`src/tlp_pkg.sv`:
```
// Shared types and constants for the transcript list parser.
// No dependencies; imported by every other module of the block.
package tlp_pkg;

    // Separator bytes and digit bounds of the transcript list text
    localparam logic [7:0] CHAR_NEWLINE    = 8'h0A;
    localparam logic [7:0] CHAR_TAB        = 8'h09;
    localparam logic [7:0] CHAR_UNDERSCORE = 8'h5F;
    localparam logic [7:0] CHAR_COMMA      = 8'h2C;
    localparam logic [7:0] CHAR_AT         = 8'h40;
    localparam logic [7:0] CHAR_MINUS      = 8'h2D;
    localparam logic [7:0] CHAR_PLUS       = 8'h2B;
    localparam logic [7:0] CHAR_ZERO       = 8'h30;
    localparam logic [7:0] CHAR_NINE       = 8'h39;

    localparam int unsigned ACC_W = 32;

    // Result record kinds
    typedef enum logic [2:0] {
        KIND_ID    = 3'd0,
        KIND_LOCUS = 3'd1,
        KIND_REF   = 3'd2,
        KIND_EXON  = 3'd3,
        KIND_BAD   = 3'd4
    } kind_t;

    // Field currently being accumulated
    typedef enum logic [2:0] {
        FIELD_ID    = 3'd0,
        FIELD_LOCUS = 3'd1,
        FIELD_REF   = 3'd2,
        FIELD_START = 3'd3,
        FIELD_END   = 3'd4
    } field_t;

    // Byte classes after decode
    typedef enum logic [2:0] {
        CLS_DIGIT,
        CLS_NEWLINE,
        CLS_TAB,
        CLS_UNDERSCORE,
        CLS_COMMA,
        CLS_AT,
        CLS_STRAND,
        CLS_BAD
    } byte_class_t;

    typedef struct packed {
        byte_class_t cls;
        logic [3:0]  digit;
        logic        minus;
    } decode_t;

    typedef struct packed {
        kind_t              kind;
        logic [ACC_W-1:0]   value;
        logic               strand_minus;
        logic [ACC_W-1:0]   exon_start;
        logic [ACC_W-1:0]   exon_end;
        logic               transcript_done;
    } result_t;

endpackage

```
`src/transcript_list_parser.sv`:
```
// Top level of the transcript list parser: input register, decode and field
// logic, result register. Depends on tlp_pkg, tlp_decode and tlp_fields.
//
//  channel | ports                          | carries
//  --------+--------------------------------+------------------------------
//  input   | s_valid s_ready s_byte_in      | one text byte per request
//  result  | m_valid m_ready m_kind ...     | one record per emitting byte
//
// One byte per cycle sustained unless a held result stalls an emitting byte;
// an accepted byte loads the input register, and an emitting byte then loads
// the result register when it advances.
// Digits and underscores update state and produce no result.
// A held result stalls only a byte that must emit; others pass through.
// aresetn is synchronous and clears all fields to the id field with zeros.
module transcript_list_parser
    import tlp_pkg::*;
(
    input  logic             aclk,
    input  logic             aresetn,
    input  logic             s_valid,
    output logic             s_ready,
    input  logic [7:0]       s_byte_in,
    output logic             m_valid,
    input  logic             m_ready,
    output logic [2:0]       m_kind,
    output logic [ACC_W-1:0] m_value,
    output logic             m_strand_minus,
    output logic [ACC_W-1:0] m_exon_start,
    output logic [ACC_W-1:0] m_exon_end,
    output logic             m_transcript_done
);

    logic       in_valid_reg;
    logic [7:0] in_byte_reg;
    logic       out_valid_reg;
    result_t    out_reg;
    decode_t    dec;
    result_t    result;
    logic       emit;
    logic       advance;

    tlp_decode u_decode (
        .byte_in (in_byte_reg),
        .dec     (dec)
    );

    tlp_fields u_fields (
        .aclk    (aclk),
        .aresetn (aresetn),
        .step    (advance),
        .dec     (dec),
        .emit    (emit),
        .result  (result)
    );

    // Advance the held byte unless it must emit into a full result slot
    assign advance = in_valid_reg && (!emit || !out_valid_reg || m_ready);
    assign s_ready = !in_valid_reg || advance;

    // Hold the input request
    always_ff @(posedge aclk) begin
        if (!aresetn) begin
            in_valid_reg <= 1'b0;
        end else if (s_ready) begin
            in_valid_reg <= s_valid;
        end
    end

    always_ff @(posedge aclk) begin
        if (s_ready && s_valid) begin
            in_byte_reg <= s_byte_in;
        end
    end

    // Load or drop the result request
    always_ff @(posedge aclk) begin
        if (!aresetn) begin
            out_valid_reg <= 1'b0;
        end else if (advance && emit) begin
            out_valid_reg <= 1'b1;
        end else if (m_ready) begin
            out_valid_reg <= 1'b0;
        end
    end

    always_ff @(posedge aclk) begin
        if (advance && emit) begin
            out_reg <= result;
        end
    end

    assign m_valid           = out_valid_reg;
    assign m_kind            = out_reg.kind;
    assign m_value           = out_reg.value;
    assign m_strand_minus    = out_reg.strand_minus;
    assign m_exon_start      = out_reg.exon_start;
    assign m_exon_end        = out_reg.exon_end;
    assign m_transcript_done = out_reg.transcript_done;

endmodule

```
`src/tlp_decode.sv`:
```
// Byte classifier: maps one raw text byte to its class and digit value.
// Depends on tlp_pkg.
module tlp_decode
    import tlp_pkg::*;
(
    input  logic [7:0] byte_in,
    output decode_t    dec
);

    logic [7:0] digit_off;

    assign digit_off = byte_in - CHAR_ZERO;

    // Classify the byte
    always_comb begin
        dec.digit = digit_off[3:0];
        dec.minus = (byte_in == CHAR_MINUS);
        if (byte_in >= CHAR_ZERO && byte_in <= CHAR_NINE) begin
            dec.cls = CLS_DIGIT;
        end else if (byte_in == CHAR_NEWLINE) begin
            dec.cls = CLS_NEWLINE;
        end else if (byte_in == CHAR_TAB) begin
            dec.cls = CLS_TAB;
        end else if (byte_in == CHAR_UNDERSCORE) begin
            dec.cls = CLS_UNDERSCORE;
        end else if (byte_in == CHAR_COMMA) begin
            dec.cls = CLS_COMMA;
        end else if (byte_in == CHAR_AT) begin
            dec.cls = CLS_AT;
        end else if (byte_in == CHAR_MINUS || byte_in == CHAR_PLUS) begin
            dec.cls = CLS_STRAND;
        end else begin
            dec.cls = CLS_BAD;
        end
    end

endmodule

```
`src/tlp_fields.sv`:
```
// Field state of the parser: accumulators, field select, exon start latch,
// and the result record formed from the current byte. Depends on tlp_pkg.
module tlp_fields
    import tlp_pkg::*;
(
    input  logic    aclk,
    input  logic    aresetn,
    input  logic    step,
    input  decode_t dec,
    output logic    emit,
    output result_t result
);

    field_t           field_reg, field_next;
    logic [ACC_W-1:0] id_reg, id_next;
    logic [ACC_W-1:0] locus_reg, locus_next;
    logic [ACC_W-1:0] ref_reg, ref_next;
    logic [ACC_W-1:0] start_reg, start_next;
    logic [ACC_W-1:0] end_reg, end_next;
    logic [ACC_W-1:0] latch_reg, latch_next;
    logic [ACC_W-1:0] acc_sel;
    logic [ACC_W-1:0] acc_new;

    // Pick the accumulator of the current field and append one digit
    always_comb begin
        unique case (field_reg)
            FIELD_ID:    acc_sel = id_reg;
            FIELD_LOCUS: acc_sel = locus_reg;
            FIELD_REF:   acc_sel = ref_reg;
            FIELD_START: acc_sel = start_reg;
            FIELD_END:   acc_sel = end_reg;
            default:     acc_sel = '0;
        endcase
        acc_new = (acc_sel << 3) + (acc_sel << 1) + {{(ACC_W-4){1'b0}}, dec.digit};
    end

    // Next state and result record
    always_comb begin
        field_next = field_reg;
        id_next    = id_reg;
        locus_next = locus_reg;
        ref_next   = ref_reg;
        start_next = start_reg;
        end_next   = end_reg;
        latch_next = latch_reg;
        result     = '0;
        result.kind = KIND_BAD;
        emit       = 1'b1;

        unique case (dec.cls)
            CLS_DIGIT: begin
                emit = 1'b0;
                unique case (field_reg)
                    FIELD_ID:    id_next    = acc_new;
                    FIELD_LOCUS: locus_next = acc_new;
                    FIELD_REF:   ref_next   = acc_new;
                    FIELD_START: start_next = acc_new;
                    FIELD_END:   end_next   = acc_new;
                    default:     ;
                endcase
            end
            CLS_NEWLINE: begin
                result.kind            = KIND_EXON;
                result.exon_start      = latch_reg;
                result.exon_end        = end_reg;
                result.transcript_done = 1'b1;
                field_next             = FIELD_ID;
                end_next               = '0;
            end
            CLS_TAB: begin
                result.kind  = KIND_ID;
                result.value = id_reg;
                field_next   = FIELD_LOCUS;
                id_next      = '0;
            end
            CLS_UNDERSCORE: begin
                emit       = 1'b0;
                latch_next = start_reg;
                start_next = '0;
                field_next = FIELD_END;
            end
            CLS_COMMA: begin
                result.kind       = KIND_EXON;
                result.exon_start = latch_reg;
                result.exon_end   = end_reg;
                field_next        = FIELD_START;
                end_next          = '0;
            end
            CLS_AT: begin
                result.kind  = KIND_LOCUS;
                result.value = locus_reg;
                field_next   = FIELD_REF;
                locus_next   = '0;
            end
            CLS_STRAND: begin
                result.kind         = KIND_REF;
                result.value        = ref_reg;
                result.strand_minus = dec.minus;
                field_next          = FIELD_START;
                ref_next            = '0;
            end
            default: begin
                result.kind = KIND_BAD;
            end
        endcase
    end

    // Commit state when the byte advances
    always_ff @(posedge aclk) begin
        if (!aresetn) begin
            field_reg <= FIELD_ID;
            id_reg    <= '0;
            locus_reg <= '0;
            ref_reg   <= '0;
            start_reg <= '0;
            end_reg   <= '0;
            latch_reg <= '0;
        end else if (step) begin
            field_reg <= field_next;
            id_reg    <= id_next;
            locus_reg <= locus_next;
            ref_reg   <= ref_next;
            start_reg <= start_next;
            end_reg   <= end_next;
            latch_reg <= latch_next;
        end
    end

endmodule
```
`config.mk`:
```
export PLATFORM = sky130hd
export DESIGN_NAME = transcript_list_parser
export DESIGN_NICKNAME = d
export VERILOG_FILES = /design/src/tlp_pkg.sv /design/src/transcript_list_parser.sv /design/src/tlp_decode.sv /design/src/tlp_fields.sv
export SDC_FILE = /design/constraint.sdc
export NUM_CORES = 1
export LEC_CHECK = 0
export BUFFER_PORTS_ARGS = -buffer_cell sky130_fd_sc_hd__buf_2
export CAP_MARGIN = 20
export CORE_UTILIZATION = 50
export CTS_CLUSTER_DIAMETER = 150
export DETAILED_ROUTE_END_ITERATION = 8
export PLACE_DENSITY = 0.68
export SLEW_MARGIN = 20
export SYNTH_ARGS = -nofsm -noshare
export SYNTH_HDL_FRONTEND = slang
export SYNTH_SLANG_ARGS = --single-unit
```
`constraint.sdc`:
```
create_clock -name aclk -period 11.87 [get_ports aclk]
set_input_delay 1.187 -clock aclk [delete_from_list [all_inputs] [get_ports aclk]]
set_output_delay 1.187 -clock aclk [all_outputs]
set_load 0.02 [all_outputs]
```
==> summary.md, run 1 <==
| Metric | Value |
|---|---|
| Final Critical Period | 5514 ps |
| Gpl congestion | 0.9131 |
| DRC | 0 |
| Number of global-route vias before repair | 11135 |
| Syn avg cell area | 9.671 um^2 |
| Setup crit start kind | register |
| Syn Nets | 1543 |
| Via count | 11486 |
| CTS Buf Count | 31 |
| Worst R2R Path Depth | 16 |
| Static leakage | 6.045 nW |
| Most area-consuming cells after synthesis | dfxtp_1, edfxtp_1, nand2_1, a22oi_1, ha_1 |
| #FFs+latches synth | 306 |
| Setup TNS | 0 ps |
| Top Metal Used | met4 |
| Synth top area share | 0.2772 |
| Sw power | 0.4701 mW |
| Setup violators final | 0 |
| Period utilisation layout | 0.4645 |
| Total grt overflow | 0 |
| Post-synth EDFFs | 109 |
| Worst Setup End Kind | register |
| Peak VDD IR | 97.66 uV |
| Total GRT Usage | 0.2705 |
| # Post-CTS Setup Buffers | 0 |
| Routed wire length on met3 | 2491 um |
| Hold-critical path depth | 2 |
| Metal1 wirelength | 16560 um |
| CTS sink cnt | 306 |
| CTS H-tree depth | 1 |
| CP max FO | 29 |
| Dominant synthesized flop cell | dfxtp_1 |
| # resized after CTS | 0 |
| Status | complete, no violations |
| Nets | 1608 |
| Clk pin slew, worst setup/hold paths | 60 ps |
| Die H | 170.7 um |
| RSZ-0062 raised after global routing | no |
| Post-synthesis sequential area ratio | 0.5073 |
| Clock tree buffer depth | 3 |
| Die W | 170.7 um |
| Rel. slew slack | 0.2131 |
| DP Cell Count | 1881 |
| Synth Warn # | 0 |
| Crit path DAT | 5960 ps |
| Core outline area | 27860 um^2 |
| Cell count after synthesis | 1471 |
| Fin cells | 1939 |
| Most common cell after layout, fill and taps aside | nand2_1 |
| Int Pwr | 1.664 mW |
| Via density | 5.924 |
| Share of cells above drive strength 1 | 0.1365 |
| Initial antenna violation count | 0 |
| Initial DRC count | 1174 |
| Clock Power Share | 0.449 |
| Max-cap violations | 0 |
| DRT Wirelength | 38930 um |
| CP Data Required Time | 12320 ps |
| Layout Utilization | 0.5744 |
| Antenna Violating Nets Remaining | 0 |
| Comb power frac | 0.032 |
| Area grow syn2layout | 12.47% |
| Hold bufs inserted after CTS | 0 |
| Clk root buf | clkbuf_16 |
| Routed length on met2 | 18330 um |
| Hold/Removal Path Class | register to register |
| Pwr Density | 133.4 nW/um^2 |
| Final Hold Vio Count | 0 |
| Port Buffer Count | 114 |
| Fin. max-slew vios | 0 |
| Row count | 61 |
| Most frequent cells in the layout | nand2_1, dfxtp_1, nor2_1 |
| Largest net degree at the start of global routing | 105 |
| # IOs | 115 |
| Worst-Skew Late Latency | 570 ps |
| Slew @ Worst Pin | 1171 ps |
| Netlist cell types | 70 |
| Starting density of the core | 0.5107 |
| Routed len/inst | 20.08 um |
| Die Area | 29130 um^2 |
| Post-Syn Area | 14230 um^2 |
| Clock skew | 18.21 ps |
| Antenna Cells | 0 |
| Sw frac | 0.2203 |
| Setup Crit Path Kind | register to register |
| Post-DP HPWL | 25600 um |
| First-pass GRT wire length | 61460 um |
| Seq pwr share | 0.519 |
| CTS tree | yes |
| TritonRoute pass-1 iters | 6 |
| Async SR Flop Fraction | 0 |
| Peak Freq | 181.4 MHz |
| Synth area leader | dfxtp_1 |
==> Yosys cell counts, drive strengths merged (3+ instances only) <==
cell,number
clkbuf,76
buf,23
nor4b,6
and2,73
ha,58
o21bai,5
edfxtp,109
a21oi,123
nor2b,4
nor4,7
a21o,11
nand3,43
a311oi,4
nand4,4
a31oi,3
a311o,5
a211oi,4
o21ai,45
o211ai,4
xnor2,15
a222oi,3
a22oi,107
o21a,4
or2,6
xor2,12
nand2b,9
nand2,221
dfxtp,197
a32o,15
nor2,132
inv,13
o31ai,3
nor3,34
and3,3
mux2i,30
a221o,29
==> power groups by stage <==
stage               logic (mW)  registers [mW]  clock network (mW)
CTS                     0.0686            1.11               0.971
global route            0.0733            1.11                1.01
floorplan               0.0284            1.15                   0
detailed placement      0.0684            1.13                   0
global placement        0.0678            1.13                   0
finish                  0.0684            1.11               0.958
==> through the flow <==
| stage | hold slack [ps] | worst slack (ps) | power (mW) | instance area [um^2] |
|---|---|---|---|---|
| global placement | 440.5 | 6590 | 1.198 | 15000 |
| detailed placement | 443.3 | 6456 | 1.198 | 15010 |
| floorplan | 431.7 | 5378 | 1.177 | 14230 |
| CTS | 451.5 | 6415 | 2.147 | 16000 |
| global route | 463.0 | 6022 | 2.195 | 16000 |
| finish | 449.0 | 6356 | 2.134 | 16000 |
==> layout make-up <==
cell class,count,area [um^2]
fill,2417,11860
inverter,13,51.30
sequential,306,7218
clock inverter,14,123.9
clock buffer,44,864.6
tap,378,473.0
multi-input combinational,1053,6575
timing repair buffer,131,694.4
==> path summary, 6_finish.rpt <==
check | from | end | slack (ps)
worst max-delay path | u_fields.field_reg[1]$_SDFFE_PN0P_ | u_fields.locus_reg[29]$_SDFFE_PN0P_ | 6360
worst min-delay path | u_fields.latch_reg[10]$_SDFFE_PN0P_ | u_fields.latch_reg[10]$_SDFFE_PN0P_ | 450
worst max register to register | u_fields.field_reg[1]$_SDFFE_PN0P_ | u_fields.locus_reg[29]$_SDFFE_PN0P_ | 6360
worst min register to register | u_fields.latch_reg[10]$_SDFFE_PN0P_ | u_fields.latch_reg[10]$_SDFFE_PN0P_ | 450
==> logic make-up after synthesis <==
kind of cell,share of synthesized area
simple gates,0.1798
compound gates,0.1846
flops,0.5073
buf+inv,0.03360
fa+ha+maj,0.05383
mux,0.02427
xor+xnor,0.01662
==> critical path, stage by stage, from the launching register on <==
cell and delay [ps]:
dfxtp_2 740, buf_4 450, inv_1 160, nor3_2 130
buf_4 410, a221o_1 300, fa_1 490, ha_1 330
a211oi_1 270, o211ai_1 180, nand3_1 140, nand2_1 90
a221oi_1 670, o21ai_0 160, a31o_2 330, nor4b_1 160
a311o_1 360
==> metal layers <==
metal  vias up  GRT usage
li1       5475          -
met5         -          0
met1      5470     0.3510
met4         0     0.1167
met3        88    0.04002
met2       453     0.4483
No activity file was read; power rests on OpenSTA's default activity.
==> inputs of run 2 (changes only) <==
==> constraint.sdc (replaced) <==
create_clock -name aclk -period 5.2 [get_ports aclk]
set_input_delay 0.52 -clock aclk [delete_from_list [all_inputs] [get_ports aclk]]
set_output_delay 0.52 -clock aclk [all_outputs]
set_load 0.02 [all_outputs]
==> run 2 against run 1 <==
  * Total power up 130%
  * Routed wire length increased by 3.5%
  * Via count is 1.7% higher
  * Combinational power increased by 130%
  * First-iteration DRC count up 9.2%
  * Final cell count rose by 0.36%
  * Hold slack lost 340 ps
  * Clock skew rose by 6.8 ps
  * Sequential share of layout area fell by 0.38 points
  * Clock power grew 130%
  * Die area is the same
  * Largest cell class unchanged
  * Largest power group unchanged
==> summary.md, run 2 (synthesis results as in run 1) <==
| Metric | Value |
|---|---|
| Status | complete, no violations |
| Period utilisation layout | 0.9415 (+0.4770) |
| Sw frac | 0.2196 (-0.0007451) |
| Port Buffer Count | 114 (unchanged) |
| CTS H-tree depth | 1 (unchanged) |
| Seq pwr share | 0.513 (-0.006) |
| Via density | 6.003 (+1.3%) |
| Largest net degree at the start of global routing | 104 (-0.95%) |
| Max-cap violations | 0 (unchanged) |
| Reg2Reg Setup Slack | 300 ps (-6050 ps) |
| RSZ-0062 raised after global routing | no |
| Post-route worst setup slack | 304.2 ps (-6052 ps) |
| Die W | 170.7 um (unchanged) |
| Slew @ Worst Pin | 932.5 ps (-238.2 ps) |
| Die H | 170.7 um (unchanged) |
| CP max FO | 10 (-66%) |
| Clk root buf | clkbuf_16 |
| Antenna Violating Nets Remaining | 0 (unchanged) |
| Int Pwr | 3.843 mW (+130%) |
| Setup Crit Path Kind | register to register |
| Final Hold Vio Count | 0 (unchanged) |
| Register area | 7218 um^2 (unchanged) |
| Routed len/inst | 20.70 um (+3.1%) |
| Gpl congestion | 0.9355 (+2.5%) |
| Static leakage | 6.128 nW (+1.4%) |
| Hold bufs inserted after CTS | 0 (unchanged) |
| # Post-CTS Setup Buffers | 0 (unchanged) |
| R2R Path Start | u_fields.field_reg[2]$_SDFFE_PN0P_ |
| CP cell instances | inv_1 -> nor3_2 -> nand2_1 -> o21ai_0 -> a221o_1 -> fa_1 -> ha_1 -> a211oi_1 -> o211ai_1 -> nand3_1 -> nand2_1 -> a221oi_1 -> o21ai_0 -> a31o_2 -> nor4b_1 -> a311o_1 |
| Die Area | 29130 um^2 (unchanged) |
| CP top delay family | compound AO/OA/AOI/OAI gates |
| Hold-critical path depth | 1 (-1) |
| Largest stage delay, worst path | 710 ps (-30 ps) |
| Clock tree buffer depth | 3 (unchanged) |
| Via count | 11682 (+1.7%) |
| Total grt overflow | 0 (unchanged) |
| Crit path max-delay cell type | a221oi_1 |
| Worst Setup End Kind | register |
| RR Endpoint | u_fields.end_reg[29]$_SDFFE_PN0P_ |
| Clock skew | 24.99 ps (+6.778 ps) |
| Most common cell after layout, fill and taps aside | nand2_1 |
| DRC | 0 (unchanged) |
| Row count | 61 (unchanged) |
| Hold/Removal Path Class | input port to register |
| Setup crit start kind | register |
| Number of global-route vias before repair | 10865 (-2.4%) |
| Pwr Density | 305.2 nW/um^2 (+130%) |
| Hold_sp | s_byte_in[2] |
| CTS Buf Count | 31 (unchanged) |
| Comb power frac | 0.032 (about the same) |
| CTS tree | yes |
| Share of cells above drive strength 1 | 0.1422 (+0.005768) |
| Starting density of the core | 0.5107 (unchanged) |
| Tot Pwr | 4.924 mW (+130%) |
| Most frequent cells in the layout | nand2_1, dfxtp_1, nor2_1 |
| Placed inst area | 15100 um^2 (+0.60%) |
| # resized after CTS | 0 (unchanged) |
| Pre-CTS setup slack | 415.0 ps (-6041 ps) |
| Initial antenna violation count | 0 (unchanged) |
| Peak Freq | 204.3 MHz (+13%) |
| TritonRoute pass-1 iters | 6 (unchanged) |
| Clock Power Share | 0.454 (+0.005) |
| Area grow syn2layout | 13.42% |
| CP Data Required Time | 5650 ps (-6670 ps) |
| Worst R2R Path Depth | 16 (unchanged) |
| Post-DP HPWL | 28100 um (+9.8%) |
| Clk pin slew, worst setup/hold paths | 70 ps (about the same) |
| Final Cell Area | 16140 um^2 (+0.84%) |
| Final Critical Period | 4896 ps (-617.9 ps) |
| Setup violators final | 0 (unchanged) |
| Worst-Skew Late Latency | 580 ps (about the same) |
| Nets | 1615 (+0.44%) |
| Crit path DAT | 5350 ps (-610 ps) |
| CTS sink cnt | 306 (unchanged) |
| Multi-input logic area | 6580 um^2 (about the same) |
| Initial DRC count | 1282 (+9.2%) |
| Total GRT Usage | 0.2730 (+0.002453) |
| WHS Endpoint | in_byte_reg[2]$_DFFE_PP_ |
| Peak VDD IR | 247.4 uV (+150%) |
| DRT Wirelength | 40290 um (+3.5%) |
| Sw power | 1.081 mW (+130%) |
| Antenna Cells | 0 (unchanged) |
| First-pass GRT wire length | 61130 um (-0.53%) |
| Fin. max-slew vios | 0 (unchanged) |
| # IOs | 115 (unchanged) |
| Core outline area | 27860 um^2 (unchanged) |
| Setup TNS | 0 ps (unchanged) |
| WP buf/inv | 1 (-2) |
| Rel. slew slack | 0.3777 (+0.1646) |
| # fillers | 2405 (-0.50%) |
run 2: worst max path at each step:
stage                                                   from                                   to  slack [ps]  cells after the start
after floorplan                     in_byte_reg[5]$_DFFE_PP_          m_exon_end[0]$_SDFFCE_PP0P_         430                      7
after global placement    u_fields.field_reg[2]$_SDFFE_PN0P_  u_fields.locus_reg[29]$_SDFFE_PN0P_         510                     16
after detailed placement  u_fields.field_reg[2]$_SDFFE_PN0P_    u_fields.end_reg[29]$_SDFFE_PN0P_         410                     16
after CTS                 u_fields.field_reg[2]$_SDFFE_PN0P_    u_fields.end_reg[29]$_SDFFE_PN0P_         370                     16
after global routing      u_fields.field_reg[2]$_SDFFE_PN0P_    u_fields.end_reg[29]$_SDFFE_PN0P_           7                     16
final                     u_fields.field_reg[2]$_SDFFE_PN0P_    u_fields.end_reg[29]$_SDFFE_PN0P_         300                     16
run 2: through the flow:
step / utilization / hold WS (ps) / std cells
after floorplan: - / 431.7 / 1471
after global placement: 0.5420 / 441.6 / 1888
after detailed placement: 0.5420 / 442.2 / 1888
after CTS: 0.5787 / 96.15 / 1946
after global routing: 0.5792 / 101.3 / 1946
final: 0.5792 / 109.9 / 1946
run 2: worst register-to-register path: stages, from the launching register on:
cell and delay (ps):
dfxtp_1 430, inv_1 180, nor3_2 410, nand2_1 90, o21ai_0 100, a221o_1 210, fa_1 480, ha_1 330
a211oi_1 320, o211ai_1 220, nand3_1 170, nand2_1 110, a221oi_1 710, o21ai_0 170, a31o_2 330, nor4b_1 170
a311o_1 350
run 2: layout make-up:
cell class / count / area share
sequential: 306 / 0.4473
clock buffer: 45 / 0.05537
multi-input combinational: 1053 / 0.4078
timing repair buffer: 138 / 0.04885
tap: 378 / 0.02931
clock inverter: 13 / 0.007987
inverter: 13 / 0.003334
run 2: power groups by stage:
stage / Combinational [mW] / Sequential (mW) / Clock [mW]
after floorplan: 0.0649 / 2.62 / 0
after global placement: 0.158 / 2.58 / 0
after detailed placement: 0.160 / 2.58 / 0
after CTS: 0.160 / 2.53 / 2.26
after global routing: 0.171 / 2.53 / 2.35
final: 0.160 / 2.53 / 2.24
run 2: per-layer routing:
layer / vias up / share of wire / global-route usage
met2: 484 / 0.50 / 0.4715
met1: 5591 / 0.40 / 0.3354
met4: 0 / 0.045 / 0.1391
met3: 103 / 0.056 / 0.03192
met5: - / 0 / 0
li1: 5504 / - / -
==> inputs of run 3 (changes only) <==
--- a/config.mk
+++ b/config.mk
@@ -5,6 +5,7 @@
 export SDC_FILE = /design/constraint.sdc
 export NUM_CORES = 1
 export LEC_CHECK = 0
+export ABC_AREA = 1
 export BUFFER_PORTS_ARGS = -buffer_cell sky130_fd_sc_hd__buf_2
 export CAP_MARGIN = 20
 export CORE_UTILIZATION = 50
@@ -15,3 +16,4 @@
 export SYNTH_ARGS = -nofsm -noshare
 export SYNTH_HDL_FRONTEND = slang
 export SYNTH_SLANG_ARGS = --single-unit
+export TNS_END_PERCENT = 10
==> run 3 against run 2 <==
  * Combinational power grew 2%
  * Via count grew 18%
  * Critical path depth shrank 1
  * Routed wire length grew 13%
  * Sequential share of layout area shrank 2.0 points
  * Final area grew 4.6%
  * Largest power group unchanged
==> summary.md, run 3 <==
| Metric | Value |
|---|---|
| Rel. slew slack | 0.3717 (-0.006029) |
| Synth area leader | dfxtp_1 |
| Routed len/inst | 18.97 um (-8.4%) |
| Largest net degree at the start of global routing | 67 (-36%) |
| # resized after CTS | 0 (unchanged) |
| Initial antenna violation count | 0 (unchanged) |
| Clk root buf | clkbuf_16 |
| WP buf/inv | 2 (+1) |
| #FFs+latches synth | 306 (unchanged) |
| CP top delay family | compound AO/OA/AOI/OAI gates |
| Final Critical Period | 4249 ps (-647.1 ps) |
| Most common cell after layout, fill and taps aside | nand2_1 |
| Routed wire length on met3 | 5278 um (+130%) |
| Final Hold Vio Count | 0 (unchanged) |
| Cell count after synthesis | 1911 (+30%) |
| Pwr Density | 304.9 nW/um^2 (about the same) |
| Antenna Violating Nets Remaining | 0 (unchanged) |
| Hold/Removal Path Class | input port to register |
| Top Metal Used | met4 |
| Status | complete, no violations |
| Crit path max-delay cell type | o21ai_0 |
| Post-synth EDFFs | 109 (unchanged) |
| CTS sink cnt | 306 (unchanged) |
| Pre-CTS setup slack | 1110 ps (+695.1 ps) |
| Synth Warn # | 0 (unchanged) |
| Setup TNS | 0 ps (unchanged) |
| Nets | 2065 (+28%) |
| Total GRT Usage | 0.2955 (+0.02256) |
| Total grt overflow | 0 (unchanged) |
| Setup Crit Path Kind | register to register |
| Initial DRC count | 1830 (+43%) |
| Clock tree buffer depth | 3 (unchanged) |
| Hold bufs inserted after CTS | 0 (unchanged) |
| Period utilisation layout | 0.8171 (-0.1244) |
| Clock skew | 7.959 ps (-17.03 ps) |
| Crit-path most repeated cell | a21oi_1 |
| CP max FO | 16 (+6) |
| # IOs | 115 (unchanged) |
| Die W | 174.5 um (+2.2%) |
| Clk pin slew, worst setup/hold paths | 60 ps (about the same) |
| Number of global-route vias before repair | 12337 (+14%) |
| CTS tree | yes |
| Area grow syn2layout | 13.50% (about the same) |
| Die H | 174.5 um (+2.2%) |
| Peak VDD IR | 227.3 uV (-8.1%) |
| Post-synthesis sequential area ratio | 0.4853 (-0.02202) |
| TritonRoute pass-1 iters | 6 (unchanged) |
| CTS H-tree depth | 1 (unchanged) |
| CP cell instances | nor2_2 -> nand2_1 -> inv_1 -> buf_4 -> nand2_1 -> nand4_1 -> ha_1 -> ha_1 -> a21oi_1 -> nand2_1 -> a21oi_1 -> a21oi_1 -> o21ai_0 -> nand3_1 -> a21oi_1 |
| Top-count cell post-synth | nand2_1 |
| Antenna Cells | 0 (unchanged) |
| Via count | 13769 (+18%) |
| RSZ-0062 raised after global routing | no |
| Netlist cell types | 40 (-43%) |
| Starting density of the core | 0.5126 (+0.001926) |
| Row count | 62 (+1.6%) |
| Share of cells above drive strength 1 | 0.1070 (-0.03518) |
| CP Data Required Time | 5690 ps (+40 ps) |
| Synth top area share | 0.2652 (-0.01203) |
| Async SR Flop Fraction | 0 (unchanged) |
| Peak Freq | 235.4 MHz (+15%) |
| DRT Wirelength | 45560 um (+13%) |
| Syn Nets | 1983 (+29%) |
| Via density | 5.732 (-4.5%) |
| Most frequent cells in the layout | nand2_1, a21oi_1, dfxtp_1 |
| Largest stage delay, worst path | 610 ps (-100 ps) |
| Worst Setup End Kind | register |
| Top cell types by occurrence after synthesis | nand2_1, a21oi_1, dfxtp_1 |
| Post-route worst setup slack | 951.3 ps (+647.1 ps) |
| # Post-CTS Setup Buffers | 0 (unchanged) |
| Worst-Skew Late Latency | 570 ps (about the same) |
| Syn avg cell area | 7.782 um^2 (-20%) |
| Crit path DAT | 4740 ps (-610 ps) |
| Max-cap violations | 0 (unchanged) |
| CTS Buf Count | 31 (unchanged) |
| First-pass GRT wire length | 69880 um (+14%) |
| Metal1 wirelength | 19610 um (+22%) |
| Post-DP HPWL | 31300 um (+11%) |
| Setup violators final | 0 (unchanged) |
| Port Buffer Count | 114 (unchanged) |
| Slew @ Worst Pin | 939.2 ps (+6.721 ps) |
| Die Area | 30440 um^2 (+4.5%) |
| Dominant synthesized flop cell | dfxtp_1 |
| Routed length on met2 | 19260 um (-4.5%) |
| Fin. max-slew vios | 0 (unchanged) |
| Core outline area | 29010 um^2 (+4.1%) |
| Gpl congestion | 1.006 (+7.5%) |
| Post-Syn Area | 14870 um^2 (+4.5%) |
| Setup crit start kind | register |
| Static leakage | 6.684 nW (+9.1%) |
| Most area-consuming cells after synthesis | dfxtp_1, edfxtp_1, nand2_1, a21oi_1, ha_1 |
| DRC | 0 (unchanged) |
run 3: cell count changes after synthesis, moves of 37 or more:
cell	before	now
a21oi_1	121	225
a22oi_1	107	4
and2_1	73	1
inv_1	12	180
nand2_1	221	567
nand3_1	43	143
nand4_1	4	41
run 3: power by group:
part           internal, mW  switching (mW)  leakage (nW)
clock network          1.51           0.950         0.544
registers              2.51          0.0141          2.64
logic                0.0377           0.127          3.50
run 3: final cells by class:
type	count	area (um^2)
repair buffers	141	813.3
well taps	384	480.5
clock buffers	40	819.5
inverters	190	720.7
fillers	2719	12130
clock inverters	18	299.0
flip-flops and latches	306	7217
multi-input cells	1323	6530
run 3: routing by layer:
metal  track usage  vias to the layer above
li1              -                     6505
met1        0.4297                     6388
met2        0.4374                      759
met3       0.05949                      117
met4       0.09649                        0
met5             0                        -
run 3: worst paths after layout:
kind / start / endpoint / slack (ps) / cells after the start
setup reg to reg: u_fields.field_reg[1]$_SDFFE_PN0P_ / u_fields.locus_reg[23]$_SDFFE_PN0P_ / 950 / 15
hold reg to reg: u_fields.latch_reg[2]$_SDFFE_PN0P_ / u_fields.latch_reg[2]$_SDFFE_PN0P_ / 460 / 2
hold / removal: s_byte_in[0] / in_byte_reg[0]$_DFFE_PP_ / 130 / 1
setup / recovery: u_fields.field_reg[1]$_SDFFE_PN0P_ / u_fields.locus_reg[23]$_SDFFE_PN0P_ / 950 / 15
run 3: kinds of logic after synthesis:
| family | after synthesis | synth area share |
|---|---|---|
| flops | 306 | 0.4853 |
| buf+inv | 282 | 0.07791 |
| simple gates | 910 | 0.2532 |
| compound gates | 340 | 0.1244 |
| xor+xnor | 13 | 0.007656 |
| fa+ha+maj | 60 | 0.05149 |
run 3: through the flow:
stage | std cells | total power [mW] | hold WS [ps] | utilization | instance area [um^2]
2_1_floorplan | 1911 | 2.684 | 429.4 | - | 14870
3_3_place_gp | 2342 | 2.737 | 439.7 | 0.5414 | 15710
3_5_place_dp | 2343 | 2.739 | 445.5 | 0.5423 | 15730
6_report | 2402 | 5.146 | 129.5 | 0.5818 | 16880
5_1_grt | 2402 | 5.275 | 119.4 | 0.5818 | 16880
4_1_cts | 2401 | 5.166 | 120.6 | 0.5809 | 16850
run 3: worst reg2reg max path, stage by stage, from the launching register on:
cell	delay (ps)
dfxtp_1	420
nor2_2	200
nand2_1	100
inv_1	560
buf_4	290
nand2_1	60
nand4_1	190
ha_1	290
ha_1	380
a21oi_1	320
nand2_1	110
a21oi_1	170
a21oi_1	130
o21ai_0	610
nand3_1	170
a21oi_1	180
